[src/hdl/tcw_pkg.sv]
// Shared types and constants for the text console writer.
package tcw_pkg;

    localparam logic [7:0]  NEWLINE_CHAR = 8'h0A;
    localparam logic [15:0] KEEP_MASK    = 16'hF0FF;
    localparam logic [15:0] FG_MASK      = 16'h0F00;
    localparam logic [7:0]  BYTE_MASK    = 8'hFF;

    typedef struct packed {
        logic        op;
        logic [7:0]  char_code;
        logic [7:0]  color_attr;
        logic [10:0] cell_index;
    } item_t;

    typedef struct packed {
        logic [4:0]  cursor_row;
        logic [6:0]  cursor_col;
        logic [10:0] cursor_pos;
        logic [15:0] cell_data;
        logic        scrolled;
    } result_t;

    typedef enum logic [1:0] {
        CMD_PUT,
        CMD_NEWLINE,
        CMD_READ,
        CMD_READ_NONE
    } cmd_kind_t;

    typedef struct packed {
        cmd_kind_t   kind;
        logic [7:0]  char_code;
        logic [7:0]  color_attr;
        logic [10:0] cell_index;
    } cmd_t;

    typedef struct packed {
        logic valid;
        cmd_t cmd;
    } queue_head_t;

    typedef enum logic [2:0] {
        BK_CLEAR,
        BK_IDLE,
        BK_CHAR_FG,
        BK_READ,
        BK_SCROLL
    } back_state_t;

endpackage

[src/hdl/tcw_front.sv]
// Front end: accepts transactions, classifies them and queues them for the back end.
module tcw_front
    import tcw_pkg::*;
#(
    parameter int CELLS = 2000
)
(
    input  logic        clk,
    input  logic        rst_n,
    input  logic        push,
    input  item_t       item,
    input  logic        pop,
    output queue_head_t head,
    output logic        full
);

    cmd_t       q_reg [2];
    logic       wr_ptr_reg;
    logic       wr_ptr_next;
    logic       rd_ptr_reg;
    logic       rd_ptr_next;
    logic [1:0] count_reg;
    logic [1:0] count_next;
    cmd_t       cmd_in;

    always_comb
    begin
        cmd_in.char_code  = item.char_code & BYTE_MASK;
        cmd_in.color_attr = item.color_attr;
        cmd_in.cell_index = item.cell_index;
        if (item.op)
        begin
            if (32'(item.cell_index) < 32'(CELLS))
                cmd_in.kind = CMD_READ;
            else
                cmd_in.kind = CMD_READ_NONE;
        end
        else if (item.char_code == NEWLINE_CHAR)
        begin
            cmd_in.kind = CMD_NEWLINE;
        end
        else
        begin
            cmd_in.kind = CMD_PUT;
        end
    end

    always_comb
    begin
        wr_ptr_next = push ? ~wr_ptr_reg : wr_ptr_reg;
        rd_ptr_next = pop ? ~rd_ptr_reg : rd_ptr_reg;
        count_next  = count_reg + 2'(push) - 2'(pop);
    end

    always_ff @(posedge clk or negedge rst_n)
    begin
        if (!rst_n)
        begin
            wr_ptr_reg <= 1'b0;
            rd_ptr_reg <= 1'b0;
            count_reg  <= 2'd0;
        end
        else
        begin
            wr_ptr_reg <= wr_ptr_next;
            rd_ptr_reg <= rd_ptr_next;
            count_reg  <= count_next;
        end
    end

    always_ff @(posedge clk)
    begin
        if (push)
            q_reg[wr_ptr_reg] <= cmd_in;
    end

    assign head.valid = (count_reg != 2'd0);
    assign head.cmd   = q_reg[rd_ptr_reg];
    assign full       = (count_reg == 2'd2);

endmodule

[config.mk]
export PLATFORM = sky130hd
export DESIGN_NAME = tcw_front
export DESIGN_NICKNAME = d
export VERILOG_FILES = /design/src/hdl/tcw_pkg.sv /design/src/hdl/tcw_front.sv
export SDC_FILE = /design/constraint.sdc
export NUM_CORES = 1
export LEC_CHECK = 0
export BUFFER_PORTS_ARGS = -buffer_cell sky130_fd_sc_hd__buf_2
export CORE_ASPECT_RATIO = 0.75
export CORE_MARGIN = 2
export CORE_UTILIZATION = 35
export DETAILED_ROUTE_END_ITERATION = 10
export PLACE_DENSITY_LB_ADDON = 0.05
export REMOVE_ABC_BUFFERS = 1
export SYNTH_ARGS = -nofsm -noshare
export SYNTH_HDL_FRONTEND = slang
export SYNTH_SLANG_ARGS = --single-unit
[constraint.sdc]
create_clock -name clk -period 1.9 [get_ports clk]
set_input_delay 0.285 -clock clk [delete_from_list [all_inputs] [get_ports clk]]
set_output_delay 0.285 -clock clk [all_outputs]
set_load 0.01 [all_outputs]
# After elaboration in Yosys (flattened, before gate mapping)
# Memory sizes are Yosys's and may differ from the RTL's.
# Cells that the tools add are included.
[op_classes]
addsub = 2
multipliers = 0
div_mod_pow = 0
order_cmp = 1
eq_ne = 2
n_shift = 0
muxes = 5
bitwise_logic = 2
n_reduce_logical = 1
[ops]
columns = ["operator", "n"]
rows = [
  ["$lt A11 B11 Y1 const B", 1],
  ["$eq A8 B4 Y1 const B", 1],
  ["$mux W1", 4],
  ["$add A2 B1 Y2", 1],
  ["$eq A2 B2 Y1 const B", 1],
  ["$mux W2", 1],
  ["$not A1 Y1", 2],
  ["$reduce_bool A2 Y1", 1],
  ["$sub A2 B1 Y2", 1],
]
[word_totals]
reg_bits = 4
latchBits = 0
mem_bits_rw = 58
rom_bits = 0
inputBits = 32
output_inout_bits = 31
n_memories = 1
[memory_table]
columns = ["memory", "depth", "width", "read_ports", "rd_clocked_by_memory_dff", "wr", "line", "source"]
rows = [
  ["q_reg", 2, 29, 1, 0, 1, "tcw_front.sv:17", "cmd_t q_reg [2];"],
]

# Depth between registers and ports, before layout
# Gate-level depths: netlist of run 1.
[depth]
word_depth = 3
mapped_depth = 6
mapped_depth_nobuf = 6

# Worst setup path before layout of run 1
# No wires, ideal clock.
[synth_timing]
path_kind = "register to register"
from = "register wr_ptr_reg"
to = "memory q_reg[0][0] in the netlist's numbering, enable pin"
setup_ns = 0.418
arrival_ns = 1.710
t_required_ns = 1.482
slack_ns = -0.228
stages_incl_launch_ff = 2
n_path_buf = 0
synth_period_minus_slack_ns = 2.128
cell_sequence = "dfrtp_1 nor2b_1"
[synth_lines]
columns = ["element", "line", "source"]
rows = [
  ["start: declaration", "tcw_front.sv:18", "logic wr_ptr_reg;"],
  ["start signal: assignment", "tcw_front.sv:65", "wr_ptr_reg <= wr_ptr_next;"],
  ["end: declaration", "tcw_front.sv:17", ""],
]
# No word-level cell before the write port.

==> impl_metrics.yaml, run 1 <==
logic_synthesis:
  yosysWarnings: 0
  ys_ff_latch: 62
  synth_cell_types: 16
  synth_area_leaders: "edfxtp_1 (71%), mux2_4 (18%), dfrtp_1 (4.1%), buf_6 (1.4%), ha_1 (1.0%)"
  synth_top_area_share: 0.7124
  syn_area_per_cell_um2: 21.64
  synth_top_area_cell: "edfxtp_1"
  ys_seq_area_frac: 0.7533
  syn_inst: 113
  syn-cell-area_um2: 2445
place:
  numPortBuffers: 62
  dp.cells: 260
  place_area_um2: 2865
  dp_hpwl_mm: 2.867
  gp_congestion: 0.6426
timing:
  fin_crit_ns: 1.759
  slew_violations: 0
  fin_skew_ns: 0.007408
  tightest_slew_ns: 0.4105
  rsz0062_at_grt: "false"
  fmax_mhz: 568.6
  timing.hold.ws_ns: 0.1458
  fin_crit_sh: 0.9256
  slew_headroom: 0.7263
  hold_viol: 0
  tns_ns: 0
  finalSetupViolCount: 0
cts:
  cts_htree_levels: 3
  cts_sinks: 62
  clockBufferDepth: 2
  clk_latency_ns: 0.33
  clkTransAtPathRegs_ns: 0.07
  cts_tree: "built"
  cts_buffers: 9
  root_buffer: "clkbuf_8"
  post_cts_buffers: 0
die:
  fp.dieH_um: 76.38
  coreArea_um2: 6799
  rows: 26
  die_area_um2: 7677
  die_x_um: 100.5
  initial_core_util: 0.3596
  ios: 63
detailed_routing:
  drcViolationCount: 0
  drt_iter0_markers: 38
  wl_per_cell_um: 15.42
  via_count: 1218
  drt-total-wl_mm: 4.270
  detail-route-antenna-nets: 0
  vias_per_cell: 4.397
  dr.pass1.iters: 4
global_routing:
  grt_pass1_wl_mm: 6.762
  grt_pass1_vias: 1309
  overflow: 0
  grt_max_degree: 30
  grt.total_usage: 0.1221
  antenna_found_initial: 0
hold_path:
  min_to: "q_reg[1][15]$_DFFE_PP_"
  holdPathStages: 1
  hp-start: "item[15]"
  hold_class: "in -> reg"
worst_setup_path:
  reg2reg_slack_ns: 0.60
  end_kind: "output port"
  critPathRequiredTime_ns: 1.62
  crit_chain: "buf_4, mux2_4, buf_2"
  arrival_ns: 1.47
  critPathMaxFanout: 17
  r2r_cells: 2
  worstSetupStartpointType: "flip-flop"
  crit_type: "reg -> out"
  r2r-end: "q_reg[1][26]$_DFFE_PP_"
  slowest_delay_ns: 0.35
  slowest_stage: "dfrtp_2"
  reg2reg_from: "wr_ptr_reg$_DFFE_PN0P_"
outcome:
  status: "completed"
finish:
  layout-drive-gt1-share: 0.5751
  largest_reg_flops: 58
  layout_commonest_cell: "buf_2"
  mostFrequentLayoutCells: "buf_2 (62), edfxtp_1 (58), mux2_4 (29), clkbuf_8 (9), buf_4 (4)"
  design_area_um2: 3083
  final_cells: 277
  n_antenna_cell: 0
  areaGrowthSynthToFinish_pct: 26.10
  finish.utilization: 0.4534
  nets: 222
job:
  cap_violations: 0
power_and_ir_drop:
  power_density_nw_per_um2: 1485
  ir_worst_vdd_uv: 970.9
  p_leak_nw: 1.258
==> cell type report <==
type                       instances  area [um^2]
inverter                           2        7.507
clock buffer                      12        135.1
tap                               84        105.1
clock inverter                     4        72.57
multi-input combinational         46        569.3
sequential                        62         1843
timing repair buffer              67        350.3
fill                             622         3716
==> timing repair <==
item | CTS | global route
gates resized for setup | 0 | 0
endpoints found under the setup margin | 0 | 0
hold buffers | 1 | 0
endpoints found under the hold margin | 4 | 0
==> layer usage <==
layer / up-vias / track usage / share of wire
met5: - / 0 / 0
met4: 0 / 0.05342 / 0.0084
met3: 4 / 0.06055 / 0.058
met2: 40 / 0.1859 / 0.51
met1: 586 / 0.1461 / 0.42
li1: 588 / - / -
==> worst max-delay path, delay by kind of cell, from the launching register on <==
family	cells	cell delay, ns
multiplexers	1	0.34
flip-flops	1	0.35
buffers and inverters	2	0.46
==> cell usage after synthesis <==
cell / instances
xnor2_1: 2
o211ai_1: 1
mux2_4: 29
inv_1: 2
nor2b_1: 2
or2_2: 1
o21ai_0: 1
dfrtp_1: 4
edfxtp_1: 58
nand4_1: 2
xor2_1: 2
buf_6: 3
and2_1: 1
ha_1: 2
nor4b_1: 1
nor2_1: 2
==> per-stage QoR <==
step / power [mW] / worst slack, ns
2_1_floorplan: 2.929 / -0.2284
3_3_place_gp: 3.402 / 0.4979
3_5_place_dp: 3.439 / 0.4759
4_1_cts: 4.670 / 0.1095
5_1_grt: 4.839 / 0.07336
6_report: 4.577 / 0.1413
==> where the power goes <==
part | switching, mW | total (mW) | internal (mW)
combinational | 0.697 | 1.45 | 0.756
sequential | 0.0875 | 1.91 | 1.83
clock | 0.472 | 1.21 | 0.738
==> worst max-delay path by stage <==
stage                                 from               endpoint  slack [ns]
global route        rd_ptr_reg$_DFFE_PN0P_               head[27]        0.07
detailed placement  rd_ptr_reg$_DFFE_PN0P_               head[27]        0.48
CTS                 rd_ptr_reg$_DFFE_PN0P_               head[27]        0.11
finish              rd_ptr_reg$_DFFE_PN0P_               head[27]        0.14
global placement    rd_ptr_reg$_DFFE_PN0P_               head[27]        0.50
floorplan           wr_ptr_reg$_DFFE_PN0P_  q_reg[0][0]$_DFFE_PP_       -0.23
==> kinds of logic (layout without fill, tap and decap cells) <==
kind of cell	Yosys count	in the layout	synth area share
compound gates	2	2	0.005117
xor+xnor	4	4	0.01433
fa+ha+maj	2	2	0.01023
buf+inv	5	85	0.01689
flops	62	62	0.7533
mux	29	29	0.1781
simple gates	9	9	0.02201
No activity file was read; power rests on OpenSTA's default activity.
==> run 2, diff against run 1 <==
--- a/config.mk
+++ b/config.mk
@@ -11,6 +11,7 @@
 export CORE_UTILIZATION = 35
 export DETAILED_ROUTE_END_ITERATION = 10
 export PLACE_DENSITY_LB_ADDON = 0.05
+export RECOVER_POWER = 25
 export REMOVE_ABC_BUFFERS = 1
 export SYNTH_ARGS = -nofsm -noshare
 export SYNTH_HDL_FRONTEND = slang
==> run 2 against run 1 <==
Effect of this change: wire length did not move; worst setup slack about the same; largest cell class unchanged; global-route usage unchanged; via count fell by 0.25%; register-to-register slack about the same; maximum frequency barely moved; largest power group unchanged; sequential power hardly changed; critical path depth is the same.
==> impl_metrics.yaml, run 2 (synthesized netlist as in run 1, its figures left out) <==
detailed_routing:
  wl_per_cell_um: 15.42
  vias_per_cell: 4.386
  drt_iter0_markers: 34
  drcViolationCount: 0
  detail-route-antenna-nets: 0
  wl_met1_mm: 1.823
  drt-total-wl_mm: 4.270
  via_count: 1215
  dr.pass1.iters: 3
  wl_met3_um: 234
  wl_met2_mm: 2.176
  top_layer: "met4"
timing:
  hold_viol: 0
  finalSetupViolCount: 0
  slew_violations: 0
  timing.hold.ws_ns: 0.1459
  fmax_mhz: 568.6
  rsz0062_at_grt: "false"
  tightest_slew_ns: 0.4088
  fin_skew_ns: 0.007087
  slew_headroom: 0.7275
  fin_crit_ns: 1.759
  fin_crit_sh: 0.9256
cts:
  cts_buffers: 9
  clkTransAtPathRegs_ns: 0.07
  clockBufferDepth: 2
  cts_sinks: 62
  cts_tree: "built"
  cts_resized: 0
  clk_latency_ns: 0.33
  cts_htree_levels: 3
  root_buffer: "clkbuf_8"
worst_setup_path:
  crit_path_start: "rd_ptr_reg$_DFFE_PN0P_"
  arrival_ns: 1.47
  critPathRequiredTime_ns: 1.62
  reg2reg_from: "wr_ptr_reg$_DFFE_PN0P_"
  crit_type: "reg -> out"
  critPathMaxFanout: 17
  worstSetupStartpointType: "flip-flop"
  end_kind: "output port"
place:
  gp_congestion: 0.6426
  numPortBuffers: 62
  dp_hpwl_mm: 2.867
  dp.cells: 260
die:
  coreArea_um2: 6799
  fp.dieH_um: 76.38
  rows: 26
  initial_core_util: 0.3596
  die_x_um: 100.5
  ios: 63
  die_area_um2: 7677
global_routing:
  overflow: 0
  grt_pass1_wl_mm: 6.762
  grt_pass1_vias: 1309
  antenna_found_initial: 0
  grt_max_degree: 30
  grt.total_usage: 0.1221
job:
  cap_violations: 0
power_and_ir_drop:
  ir_worst_vdd_uv: 968.8
  p_leak_nw: 1.222
  finalPower_mw: 4.572
  power_density_nw_per_um2: 1491
finish:
  mostFrequentLayoutCells: "edfxtp_1 (58), buf_2 (49), mux2_4 (29), clkbuf_1 (16), clkbuf_8 (9)"
  finish.utilization: 0.4510
  layout-drive-gt1-share: 0.5078
  nets: 222
  layout_commonest_cell: "edfxtp_1"
  final_cells: 277
  fill_cells: 626
  n_antenna_cell: 0
  areaGrowthSynthToFinish_pct: 25.43
  largest_reg_flops: 58
hold_path:
  hold_class: "in -> reg"
  hp-start: "item[15]"
outcome:
  status: "completed"
run 2: cell types whose count changed in the layout (fill, tap and decap cells not counted), sizes merged:
cell	before	now
clkbuf	12	25
buf	66	53
run 2: path summary, 6_finish.rpt:
kind | to | slack (ns) | cells past startpoint
max | head[27] | 0.14 | 3
min | q_reg[1][15]$_DFFE_PP_ | 0.15 | 1
max reg2reg | q_reg[1][26]$_DFFE_PP_ | 0.61 | 2
min reg2reg | wr_ptr_reg$_DFFE_PN0P_ | 0.55 | 1
max in group asynchronous | rd_ptr_reg$_DFFE_PN0P_ | 1.47 | 2
min in group asynchronous | wr_ptr_reg$_DFFE_PN0P_ | 0.29 | 2
run 2: repair_timing:
item                                   in CTS  in global routing
hold buffers                                1                  0
buffers inserted                            0                  0
endpoints found under the hold margin       4                  0
run 2: cell type report:
| cell class | count | area [um^2] | area share |
|---|---|---|---|
| flip-flops and latches | 62 | 1843 | 0.6010 |
| multi-input cells | 46 | 569.3 | 0.1856 |
| repair buffers | 67 | 334.1 | 0.1089 |
| clock buffers | 12 | 135.1 | 0.04406 |
| well taps | 84 | 105.1 | 0.03427 |
| clock inverters | 4 | 72.57 | 0.02366 |
| inverters | 2 | 7.507 | 0.002448 |
run 2: critical path, cell delays in order (launching register included):
cell     delay [ns]
dfrtp_2        0.35
buf_4          0.31
mux2_4         0.34
buf_2          0.15
run 2: per-stage QoR:
step | instance area (um^2) | setup TNS, ns | setup WS [ns]
after floorplan | 2411 | -6.646 | -0.2284
after global placement | 2865 | 0 | 0.4979
after detailed placement | 2865 | 0 | 0.4759
after CTS | 3083 | 0 | 0.1095
after global routing | 3067 | 0 | 0.07336
final | 3067 | 0 | 0.1414
run 2: power breakdown:
part | switching, mW | internal (mW) | leakage [nW]
clock | 0.471 | 0.738 | 0.101
sequential | 0.0875 | 1.83 | 0.591
combinational | 0.697 | 0.753 | 0.531
run 2: per-layer routing:
| layer | vias up | global-route usage |
|---|---|---|
| li1 | 588 | - |
| met1 | 583 | 0.1461 |
| met2 | 40 | 0.1859 |
| met3 | 4 | 0.06055 |
| met4 | 0 | 0.05342 |
| met5 | - | 0 |
